$ cat config.mk
export PLATFORM = sky130hd
export DESIGN_NAME = afsk_bit_stuff_nrzi_modulator_unit
export DESIGN_NICKNAME = d
export VERILOG_FILES = /design/src/rtl/core/afsk_pkg.sv /design/src/rtl/core/afsk_ctrl.sv /design/src/rtl/core/afsk_dp.sv /design/src/rtl/core/afsk_bit_stuff_nrzi_modulator_unit.sv
export SDC_FILE = /design/constraint.sdc
export NUM_CORES = 1
export LEC_CHECK = 0
export ABC_AREA = 1
export BUFFER_PORTS_ARGS = -buffer_cell sky130_fd_sc_hd__buf_2
export CAP_MARGIN = 20
export CORE_UTILIZATION = 35
export DETAILED_ROUTE_END_ITERATION = 10
export PLACE_DENSITY = 0.54
export SLEW_MARGIN = 20
export SYNTH_ARGS = -nofsm -noshare
export SYNTH_HDL_FRONTEND = slang
export SYNTH_SLANG_ARGS = --single-unit
$ cat constraint.sdc
create_clock -name clk -period 6.4 [get_ports clk]
set_clock_uncertainty 0.1 [all_clocks]
set_input_delay 0.64 -clock clk [delete_from_list [all_inputs] [get_ports clk]]
set_output_delay 0.64 -clock clk [all_outputs]
set_load 0.01 [all_outputs]
$ cat src/rtl/core/afsk_pkg.sv
// Shared types, constants and the sine lookup for the AFSK bit-stuffing NRZI modulator.
// No dependencies; imported by afsk_ctrl, afsk_dp and the top level.
`default_nettype none

package afsk_pkg;

  // Phase accumulator: 7 integer bits (ROM index) and 16 fraction bits
  localparam int SINE_INDEX_W        = 7;
  localparam int PHASE_FRACTION_BITS = 16;
  localparam int STEP_W              = SINE_INDEX_W + PHASE_FRACTION_BITS;

  // Symbol length register and sample counter
  localparam int SPS_W                  = 6;
  localparam int MAX_SAMPLES_PER_SYMBOL = 32;
  localparam int CNT_W                  = $clog2(MAX_SAMPLES_PER_SYMBOL);

  localparam int SAMPLE_W = 8;
  localparam int RUN_W    = 3;

  // Stuff a symbol after this many ones in a row
  localparam logic [RUN_W-1:0] STUFF_RUN = 3'd5;

  // Configuration register indexes
  localparam int CFG_IDX_W = 2;
  localparam logic [CFG_IDX_W-1:0] REG_MARK_STEP  = 2'd0;
  localparam logic [CFG_IDX_W-1:0] REG_SPACE_STEP = 2'd1;
  localparam logic [CFG_IDX_W-1:0] REG_SPS        = 2'd2;

  // Reset values of the configuration registers
  localparam logic [STEP_W-1:0] MARK_STEP_RST  = 23'd762601;
  localparam logic [STEP_W-1:0] SPACE_STEP_RST = 23'd1398101;
  localparam logic [SPS_W-1:0]  SPS_RST        = 6'd11;

  // First quarter wave, round(64 * sin(2*pi*i/128)), i = 0..32
  localparam logic [6:0] SINE_QUARTER [0:32] = '{
    7'd0,  7'd3,  7'd6,  7'd9,  7'd12, 7'd16, 7'd19, 7'd22,
    7'd24, 7'd27, 7'd30, 7'd33, 7'd36, 7'd38, 7'd41, 7'd43,
    7'd45, 7'd47, 7'd49, 7'd51, 7'd53, 7'd55, 7'd56, 7'd58,
    7'd59, 7'd60, 7'd61, 7'd62, 7'd63, 7'd63, 7'd64, 7'd64,
    7'd64
  };

  // Controller to datapath commands
  typedef struct packed {
    logic accept;      // item taken this cycle
    logic start_stuff; // flip tone and clear run count for a stuffing symbol
    logic code_bit;    // apply NRZI coding of the item's bit
    logic emit;        // produce one sample into the output register
    logic stuffed;     // sample belongs to a stuffing symbol
    logic last;        // final sample of this item
  } afsk_cmd_t;

  // Datapath to controller status
  typedef struct packed {
    logic             stuff_req; // five ones have gone by
    logic             out_free;  // output register can take a sample
    logic [SPS_W-1:0] sym_len;   // clamped symbol length, 1..32
  } afsk_sts_t;

  // Full-wave sine from the quarter table using symmetry
  function automatic logic signed [SAMPLE_W-1:0] sine_lookup(
    input logic [SINE_INDEX_W-1:0] idx
  );
    logic       neg;
    logic [6:0] k;
    logic [5:0] q;
    logic [7:0] mag;
    neg = (idx > 7'd64);
    k   = neg ? 7'(8'd128 - {1'b0, idx}) : idx;
    q   = (k > 7'd32) ? 6'(7'd64 - k) : k[5:0];
    mag = {1'b0, SINE_QUARTER[q]};
    return neg ? $signed(8'(-mag)) : $signed(mag);
  endfunction

endpackage

`default_nettype wire

$ cat src/rtl/core/afsk_ctrl.sv
// Controller of the AFSK modulator: sequences stuffing and data symbols, counts samples.
// Depends on afsk_pkg; drives afsk_dp through afsk_cmd_t.
`default_nettype none

module afsk_ctrl (
  input  wire logic                 clk,
  input  wire logic                 rst_n,
  input  wire logic                 in_valid,
  output logic                      in_ready,
  input  wire afsk_pkg::afsk_sts_t  sts,
  output afsk_pkg::afsk_cmd_t       cmd
);
  import afsk_pkg::*;

  localparam logic ST_IDLE   = 1'b0;
  localparam logic ST_SYMBOL = 1'b1;

  logic             state_r, state_nxt;
  logic             stuff_r, stuff_nxt;
  logic [CNT_W-1:0] cnt_r, cnt_nxt;
  logic             accept;
  logic             emit;
  logic             sym_last;

  assign in_ready = (state_r == ST_IDLE);
  assign accept   = in_valid && in_ready;
  assign emit     = (state_r == ST_SYMBOL) && sts.out_free;
  assign sym_last = ({1'b0, cnt_r} == 6'(sts.sym_len - 6'd1));

  // Commands to the datapath
  always_comb begin
    cmd.accept      = accept;
    cmd.start_stuff = accept && sts.stuff_req;
    cmd.code_bit    = (accept && !sts.stuff_req) || (emit && sym_last && stuff_r);
    cmd.emit        = emit;
    cmd.stuffed     = stuff_r;
    cmd.last        = sym_last && !stuff_r;
  end

  // Advance state, sample count and stuffing flag
  always_comb begin
    state_nxt = state_r;
    stuff_nxt = stuff_r;
    cnt_nxt   = cnt_r;
    case (state_r)
      ST_IDLE: begin
        if (accept) begin
          state_nxt = ST_SYMBOL;
          stuff_nxt = sts.stuff_req;
          cnt_nxt   = '0;
        end
      end
      ST_SYMBOL: begin
        if (emit) begin
          if (sym_last) begin
            cnt_nxt = '0;
            if (stuff_r) begin
              stuff_nxt = 1'b0;
            end else begin
              state_nxt = ST_IDLE;
            end
          end else begin
            cnt_nxt = cnt_r + CNT_W'(1);
          end
        end
      end
      default: begin
        state_nxt = ST_IDLE;
      end
    endcase
  end

  always_ff @(posedge clk) begin
    if (!rst_n) begin
      state_r <= ST_IDLE;
      stuff_r <= 1'b0;
      cnt_r   <= '0;
    end else begin
      state_r <= state_nxt;
      stuff_r <= stuff_nxt;
      cnt_r   <= cnt_nxt;
    end
  end

endmodule

`default_nettype wire

$ cat src/rtl/core/afsk_dp.sv
// Datapath of the AFSK modulator: config registers, tone/run/phase state, sine lookup,
// output register. Depends on afsk_pkg; commanded by afsk_ctrl.
`default_nettype none

module afsk_dp (
  input  wire logic                                 clk,
  input  wire logic                                 rst_n,
  input  wire logic                                 cfg_valid,
  output logic                                      cfg_ready,
  input  wire logic [afsk_pkg::CFG_IDX_W-1:0]       cfg_index,
  input  wire logic [afsk_pkg::STEP_W-1:0]          cfg_data,
  input  wire logic                                 in_data_bit,
  input  wire afsk_pkg::afsk_cmd_t                  cmd,
  output afsk_pkg::afsk_sts_t                       sts,
  output logic                                      out_valid,
  input  wire logic                                 out_ready,
  output logic signed [afsk_pkg::SAMPLE_W-1:0]      out_sample,
  output logic                                      out_tone,
  output logic                                      out_stuffed,
  output logic                                      out_last
);
  import afsk_pkg::*;

  logic [STEP_W-1:0]          mark_step_r;
  logic [STEP_W-1:0]          space_step_r;
  logic [SPS_W-1:0]           sps_r;
  logic                       tone_r, tone_nxt;
  logic [RUN_W-1:0]           run_r, run_nxt;
  logic [STEP_W-1:0]          phase_r, phase_nxt;
  logic                       bit_r;
  logic                       bit_cur;
  logic                       out_valid_r, out_valid_nxt;
  logic signed [SAMPLE_W-1:0] sample_r;
  logic                       out_tone_r;
  logic                       out_stuffed_r;
  logic                       out_last_r;

  assign cfg_ready = 1'b1;

  // Write configuration registers; ignore unknown indexes
  always_ff @(posedge clk) begin
    if (!rst_n) begin
      mark_step_r  <= MARK_STEP_RST;
      space_step_r <= SPACE_STEP_RST;
      sps_r        <= SPS_RST;
    end else if (cfg_valid) begin
      case (cfg_index)
        REG_MARK_STEP:  mark_step_r  <= cfg_data;
        REG_SPACE_STEP: space_step_r <= cfg_data;
        REG_SPS:        sps_r        <= cfg_data[SPS_W-1:0];
        default: begin
        end
      endcase
    end
  end

  // Status: clamp symbol length to 1..32
  always_comb begin
    sts.stuff_req = (run_r >= STUFF_RUN);
    sts.out_free  = !out_valid_r || out_ready;
    if (sps_r == '0) begin
      sts.sym_len = 6'd1;
    end else if (sps_r > 6'(MAX_SAMPLES_PER_SYMBOL)) begin
      sts.sym_len = 6'(MAX_SAMPLES_PER_SYMBOL);
    end else begin
      sts.sym_len = sps_r;
    end
  end

  // Hold the item's bit for coding after a stuffing symbol
  assign bit_cur = cmd.accept ? in_data_bit : bit_r;

  always_ff @(posedge clk) begin
    if (cmd.accept) begin
      bit_r <= in_data_bit;
    end
  end

  // Tone and run count: stuffing flips, NRZI zero flips, one counts
  always_comb begin
    tone_nxt = tone_r;
    run_nxt  = run_r;
    if (cmd.start_stuff) begin
      tone_nxt = ~tone_r;
      run_nxt  = '0;
    end else if (cmd.code_bit) begin
      if (bit_cur) begin
        run_nxt = run_r + RUN_W'(1);
      end else begin
        tone_nxt = ~tone_r;
        run_nxt  = '0;
      end
    end
  end

  // Advance phase by the current tone's step; wraps at 2^23
  assign phase_nxt = cmd.emit ? (phase_r + (tone_r ? mark_step_r : space_step_r)) : phase_r;

  always_ff @(posedge clk) begin
    if (!rst_n) begin
      tone_r  <= 1'b0;
      run_r   <= '0;
      phase_r <= '0;
    end else begin
      tone_r  <= tone_nxt;
      run_r   <= run_nxt;
      phase_r <= phase_nxt;
    end
  end

  // Output register: load on emit, drop when taken
  always_comb begin
    out_valid_nxt = out_valid_r;
    if (cmd.emit) begin
      out_valid_nxt = 1'b1;
    end else if (out_ready) begin
      out_valid_nxt = 1'b0;
    end
  end

  always_ff @(posedge clk) begin
    if (!rst_n) begin
      out_valid_r <= 1'b0;
    end else begin
      out_valid_r <= out_valid_nxt;
    end
  end

  always_ff @(posedge clk) begin
    if (cmd.emit) begin
      sample_r      <= sine_lookup(phase_r[STEP_W-1:PHASE_FRACTION_BITS]);
      out_tone_r    <= tone_r;
      out_stuffed_r <= cmd.stuffed;
      out_last_r    <= cmd.last;
    end
  end

  assign out_valid   = out_valid_r;
  assign out_sample  = sample_r;
  assign out_tone    = out_tone_r;
  assign out_stuffed = out_stuffed_r;
  assign out_last    = out_last_r;

endmodule

`default_nettype wire

$ cat src/rtl/core/afsk_bit_stuff_nrzi_modulator_unit.sv
// AFSK modulator with HDLC bit stuffing and NRZI coding (mark 1200 Hz, space 2200 Hz).
//
// Input channel (in_valid/in_ready, in_data_bit): one payload bit per item, LSB first.
// Output channel (out_valid/out_ready): one sine sample per item with its tone, a flag
// for stuffing symbols and a last flag on the final sample caused by an input bit.
// Config channel (cfg_valid/cfg_ready, cfg_index, cfg_data): 0 mark step, 1 space step
// (7.16 phase steps), 2 samples per symbol; other indexes are ignored. Always ready.
//
// Each bit gives one symbol, or two when five ones have gone by and a stuffing symbol
// goes first. A symbol is samples_per_symbol samples (clamped to 1..32). The sample
// path emits at most one sample per cycle while the output register can take one.
// The default is 11 samples per symbol. A bit is accepted in the idle state, before
// its samples are emitted; each sample is held in the output register until taken.
// The next bit is accepted while the last sample still waits in the output register.
// When the receiver stalls, the output register holds and sample production pauses.
// Reset (rst_n, synchronous) clears tone to space, run count and phase to zero and
// restores the register defaults.
`default_nettype none

module afsk_bit_stuff_nrzi_modulator_unit (
  input  wire logic                             clk,
  input  wire logic                             rst_n,
  input  wire logic                             cfg_valid,
  output logic                                  cfg_ready,
  input  wire logic [afsk_pkg::CFG_IDX_W-1:0]   cfg_index,
  input  wire logic [afsk_pkg::STEP_W-1:0]      cfg_data,
  input  wire logic                             in_valid,
  output logic                                  in_ready,
  input  wire logic                             in_data_bit,
  output logic                                  out_valid,
  input  wire logic                             out_ready,
  output logic signed [afsk_pkg::SAMPLE_W-1:0]  out_sample,
  output logic                                  out_tone,
  output logic                                  out_stuffed,
  output logic                                  out_last
);
  import afsk_pkg::*;

  afsk_cmd_t cmd;
  afsk_sts_t sts;

  // Sequence symbols and samples
  afsk_ctrl u_ctrl (
    .clk      (clk),
    .rst_n    (rst_n),
    .in_valid (in_valid),
    .in_ready (in_ready),
    .sts      (sts),
    .cmd      (cmd)
  );

  // Hold state, compute samples
  afsk_dp u_dp (
    .clk         (clk),
    .rst_n       (rst_n),
    .cfg_valid   (cfg_valid),
    .cfg_ready   (cfg_ready),
    .cfg_index   (cfg_index),
    .cfg_data    (cfg_data),
    .in_data_bit (in_data_bit),
    .cmd         (cmd),
    .sts         (sts),
    .out_valid   (out_valid),
    .out_ready   (out_ready),
    .out_sample  (out_sample),
    .out_tone    (out_tone),
    .out_stuffed (out_stuffed),
    .out_last    (out_last)
  );

endmodule

`default_nettype wire
Word-level counts from Yosys, hierarchy flattened
Memories as Yosys holds them, arrays and structs flattened.
Index checks and enable logic that the tools add are counted.

word-level totals
  bits in registers = 99
  bits in read-only memories = 448
  bits of input ports = 31
  memories = 1

operators by class
  add/subtract/negate cells = 7
  $lt $le $gt $ge = 5
  eq/ne operators = 7
  muxes and demuxes = 28
  bitwise logic cells = 4
  reductions and logical operators = 23

memory list
  name             depth  bits a word  rd ports  clocked after memory_dff  wr ports  RTL line        text
  (no name shown)  64     7            1         0                         0         afsk_pkg.sv:71  mag = {1'b0, SINE_QUARTER[q]};

operators with widths
  cell                                                                  count
  7-bit two-way mux                                                     4
  23-bit adder                                                          1
  23-bit two-way mux                                                    1
  6-bit two-way mux                                                     3
  5-bit two-way mux                                                     3
  1-bit two-way mux                                                     13
  5-bit case mux with 2 select lines                                    1
  2-bit AND reduction                                                   5
  2-bit inequality test, second input constant                          4
  7-bit negator with 8-bit output                                       1
  7-bit >= comparator, second input constant                            1
  7-bit by 6-bit > comparator with 1-bit output, second input constant  1
  7-bit > comparator, second input constant                             1
  1-bit logical AND                                                     7
  6-bit inverter with 7-bit output                                      1
  1-bit by 7-bit subtractor with 7-bit output, first input constant     1
  5-bit by 6-bit equality test with 1-bit output                        1
  6-bit > comparator, second input constant                             1
  6-bit logical NOT                                                     1
  1-bit by 6-bit subtractor with 6-bit output, first input constant     1
  6-bit by 1-bit subtractor with 6-bit output, second input constant    1
  5-bit by 1-bit adder with 5-bit output, second input constant         1
  1-bit case mux with 2 select lines                                    2
  2-bit nonzero test                                                    2
  11 further kinds                                                      16

Logic depth before layout (Yosys ltp)
  depth after elaboration = 10
  depth in mapped cells = 26

By module
Synthesis repeated with hierarchy kept, for this count alone.

unflattened totals
  cell total of the unflattened synthesis = 919
  area, all modules = 6130.9 um^2

by module, submodules not included
  module     instances  cells an instance  area an instance (um^2)  seq. area each (um^2)
  afsk_dp    1          817                5522.8                   1951.9
  afsk_ctrl  1          102                608.1                    140.1

Worst setup path before layout
Ideal clock, no wire load.

  path kind = reg-to-reg
  start point = reg u_dp.tone_r
  end point = reg u_dp.phase_r[20]
  library setup time = 0.115 ns
  data arrival time = 3.052 ns
  data required time = 6.185 ns
  path slack = 3.132 ns
  stages on the path, launching flop included = 18
  period minus slack after synthesis = 3.268 ns
  path through = dfxtp_1 > clkbuf_1 > clkbuf_1 > nand2_1 > o21ai_0 > ha_1 > inv_1 > fa_1 > o211ai_1 > a31oi_1 > inv_1 > a21oi_1 > o21ai_0 > a21boi_0 > o21ai_0 > xor2_1 > o21ai_0 > inv_1

between the ends
  longest elaborated chain between the ends = 2

ends and longest elaborated chain
  what                    RTL line        text
  start, declared         afsk_dp.sv:27   logic tone_r, tone_nxt;
  start signal, assigned  afsk_dp.sv:105  tone_r <= tone_nxt;
  23-bit two-way mux      afsk_dp.sv:97   assign phase_nxt = cmd.emit ? (phase_r + (tone_r ? mark_step_r : space_step_r)) : phase_r;
  23-bit adder            afsk_dp.sv:97
  end signal, assigned    afsk_dp.sv:107  phase_r <= phase_nxt;
  end, declared           afsk_dp.sv:29   logic [STEP_W-1:0] phase_r, phase_nxt;

Every way passes these cells.
A chain may end at the register's enable or synchronous reset.

Final worst setup path
  start point = reg u_dp.phase_r[16]
  end point = reg u_dp.sample_r[6], in the netlist u_dp.out_sample[6], data pin

between the ends
  longest elaborated chain between the ends = 10
  elaborated cells between the ends (all ways) = 12

ends and longest elaborated chain
  what                                                                                                          RTL line                        text
  1-bit by 7-bit subtractor with 7-bit output or 7-bit > comparator (tied branches)                             afsk_pkg.sv:69, afsk_pkg.sv:68
  7-bit two-way mux                                                                                             afsk_pkg.sv:69                  k = neg ? 7'(8'd128 - {1'b0, idx}) : idx;
  1-bit by 6-bit subtractor with 6-bit output or 7-bit by 6-bit > comparator with 1-bit output (tied branches)  afsk_pkg.sv:70                  q = (k > 7'd32) ? 6'(7'd64 - k) : k[5:0];
  6-bit two-way mux                                                                                             afsk_pkg.sv:70
  6-bit inverter with 7-bit output (not written as such)                                                        afsk_pkg.sv:71
  memory 64 x 7 bit                                                                                             -
  7-bit two-way mux (not written as such) (2 in series)                                                         afsk_pkg.sv:71
  7-bit negator with 8-bit output                                                                               afsk_pkg.sv:72                  return neg ? $signed(8'(-mag)) : $signed(mag);
  7-bit two-way mux (*)                                                                                         afsk_pkg.sv:72
  end signal, assigned                                                                                          afsk_dp.sv:131                  sample_r <= sine_lookup(phase_r[STEP_W-1:PHASE_FRACTION_BITS]);
  end, declared                                                                                                 afsk_dp.sv:33                   logic signed [SAMPLE_W-1:0] sample_r;

Mark *: on every way between the ends. The rest lies on a longest branch, timed or not. The select of a mux whose other input is x is not followed.

==> results.sh <==
export IMPL_htree_levels=3
export IMPL_crit_path_end_kind="register"
export IMPL_dieWidth_um=133.6
export IMPL_rsz0062_at_grt="no"
export IMPL_crit_fanout=10
export IMPL_fill_cells=1812
export IMPL_dpl_cell_count=1096
export IMPL_hpwlAfterDp_um=9933
export IMPL_cts_resized=0
export IMPL_tightest_slew_ns=0.9538
export IMPL_syn_area_um2=6057
export IMPL_start_util_pct=36.14
export IMPL_synthMuxAreaShare_pct=0
export IMPL_ff_latch_area_um2=2092
export IMPL_hold_class="register to register"
export IMPL_max_clock_path_buffers=2
export IMPL_fin_total_pwr_w=0.001884
export IMPL_yosysTopAreaCell="dfxtp_1"
export IMPL_clkLatencyLatePin_ns=0.34
export IMPL_ys_seq_area_share_pct=34.54
export IMPL_drive_gt1_share_pct=13.00
export IMPL_grt_pass1_vias=4969
export IMPL_overflow=0
export IMPL_wl_per_cell_um=12.40
export IMPL_timing_final_crit_period_ns=3.482
export IMPL_ys_flop_type="dfxtp_1"
export IMPL_finalNetCount=955
export IMPL_clkSinkCount=99
export IMPL_syn_nets=925
export IMPL_timing_fmax_mhz=287.2
export IMPL_post_route_period_util_pct=54.40
export IMPL_ant_nets=0
export IMPL_drv_slew=0
export IMPL_antenna_found_initial=0
export IMPL_slowest_stage="dfxtp_1"
export IMPL_whs_ns=0.3479
export IMPL_io_buffers=43
export IMPL_synthSimpleGateAreaFrac_pct=27.49
export IMPL_clkTransAtPathRegs_ns=0.07
export IMPL_power_leakage_nw=3.216
export IMPL_maxCapViolCount=0
export IMPL_relSlewSlack_pct=36.26
export IMPL_grt_max_degree=61
export IMPL_row_count=47
export IMPL_pin_count=45
export IMPL_routabilityCongestion=0.7923
export IMPL_drt_iter0_drc=266
export IMPL_fp_coreArea_um2=16760
export IMPL_synth_compound_area_share_pct=17.17
export IMPL_die_h_um=133.6
export IMPL_finalHoldViolCount=0
export IMPL_tns_ns=0
export IMPL_synth_xor_area_share_pct=4.049
export IMPL_vias=5264
export IMPL_drc=0
export IMPL_totalWireLength_um=13790
export IMPL_dieArea_um2=17840
export IMPL_worstSetupPathType="register to register"
export IMPL_crit_path_frequent_cell="nand2_1"
export IMPL_stdcell_count=1112
export IMPL_final_cell_mix="164 x nand2_1, 101 x inv_1, 89 x o21ai_0, 88 x dfxtp_1, 83 x nor2_1"
export IMPL_power_density_nw_per_um2=278.8
export IMPL_critPathBufInv=4
export IMPL_synth_fa_ha_area_share_pct=7.767
export IMPL_path_cells="inv_2 -> ha_1 -> nand2_1 -> nand3_1 -> nand2_1 -> inv_1 -> nor2_1 -> nand2_1 -> nand3_1 -> nand2_2 -> ha_1 -> nand2_1 -> nand3_1 -> a21oi_1 -> nand2_1 -> ha_1 -> inv_1 -> a21oi_2 -> nand2_2 -> nand3_1 -> nand2_1 -> inv_1"
export IMPL_async_flop_share_pct=0
export IMPL_max_stage_delay_ns=0.54
export IMPL_cts_hold_buf=0
export IMPL_final_common_cell="nand2_1"
export IMPL_synth_top_family_by_area="simple AND/OR/NAND/NOR gates"
export IMPL_synth_warnings=0
export IMPL_cp_top_family="simple AND/OR/NAND/NOR gates"
export IMPL_grtUsageTotal_pct=16.07
export IMPL_run_status="complete, no violations"
export IMPL_diodes=0
export IMPL_post_cts_setup_buffer_count=0
export IMPL_syn_inst=857
export IMPL_yosys_top_cells_area="dfxtp_1 29%, nand2_1 10%, ha_1 7.4%, o21ai_0 7.4%, inv_1 6.3%"
export IMPL_cp_required_ns=6.41
export IMPL_ys_types=46
export IMPL_cp_arrival_ns=3.49
export IMPL_cts_tree="yes"
export IMPL_synth_edff_count=11
export IMPL_multi_input_area_um2=3430
export IMPL_setup_viol=0
export IMPL_cts_root_buffer="clkbuf_16"
export IMPL_grt_pass1_wl_um=23440
export IMPL_areaGrowthSynthToFinish_pct=11.55
export IMPL_drt_first_pass_iters=4
export IMPL_post_synth_cell_area_avg_um2=7.068
export IMPL_ys_ff_latch=99
export IMPL_critPathLaunchType="register"
export IMPL_ir_drop_v=0.0001231
export IMPL_cts_buffers_inserted=9
export IMPL_yosysTopAreaCellShare_pct=29.08
export IMPL_vias_per_cell=4.734
## metal layers
layer  vias up  track usage [%]  share of wire (%)
met2        66            26.88                 46
li1       2856                -                  -
met4         0            3.725                1.1
met3         9            2.588                2.7
met5         -                0                  0
met1      2333            21.57                 50
## tightest hold or removal path: stages (launching register included)
cell and delay [ns]:
dfxtp_1 0.30, inv_1 0.05, a21oi_1 0.05
## per-stage QoR
stage               cell area, µm²  worst slack [ns]  utilization (%)
floorplan                     6057             3.132                -
CTS                           6756             2.897            40.31
detailed placement            6462             2.908            38.56
global placement              6462             2.915            38.56
global route                  6756             2.533            40.31
finish                        6756             2.918            40.31
## registers in the layout (all words and copies together) (netlist names)
name	cells
u_dp.out_tone	1
u_ctrl.cnt_r	5
u_dp.mark_step_r	23
u_dp.out_last	1
u_ctrl.stuff_r	1
u_dp.sps_r	6
u_dp.space_step_r	23
u_dp.bit_r	1
u_dp.phase_r	23
u_dp.run_r	3
u_dp.out_valid	1
u_dp.out_stuffed	1
u_dp.out_sample	8
u_dp.tone_r	1
u_ctrl.state_r	1
## cell usage after synthesis, drive strengths merged, types with 5 or more instances
library cell	instances
a21oi	66
buf	5
clkbuf	23
dfxtp	88
edfxtp	11
ha	36
inv	109
nand2	189
nand3	67
nor2	92
o211ai	19
o21ai	92
or2	5
xnor2	10
xor2	18
## where the power goes
part	internal, W	total [W]	switching, W
Combinational	0.000223	0.000623	0.000400
Sequential	0.000686	0.000715	0.0000295
Clock	0.000304	0.000545	0.000241
Total	0.00121	0.00188	0.000671
## area by class of cell
class	instances	area share (%)
multi-input cells	620	50.76
flip-flops and latches	99	30.96
inverters	110	6.222
well taps	220	4.074
repair buffers	47	3.630
clock buffers	10	3.389
clock inverters	6	0.9630
## path summary, 6_finish.rpt
kind / slack [ns] / from / depth (start not counted) / endpoint
worst max-delay path: 2.92 / u_dp.phase_r[16] / 22 / u_dp.out_sample[6]
worst min-delay path: 0.35 / u_dp.space_step_r[3] / 2 / u_dp.space_step_r[3]
worst max register to register: 2.92 / u_dp.phase_r[16] / 22 / u_dp.out_sample[6]
worst min register to register: 0.35 / u_dp.space_step_r[3] / 2 / u_dp.space_step_r[3]
## logic make-up after synthesis
kind of cell | count (synthesis)
AND/OR/NAND/NOR | 365
AO/OA/AOI/OAI | 189
buffers and inverters | 138
flip-flops | 99
adder cells (fa/ha/maj) | 37
XOR/XNOR | 28
other | 1
No activity file was read; power rests on OpenSTA's default activity.
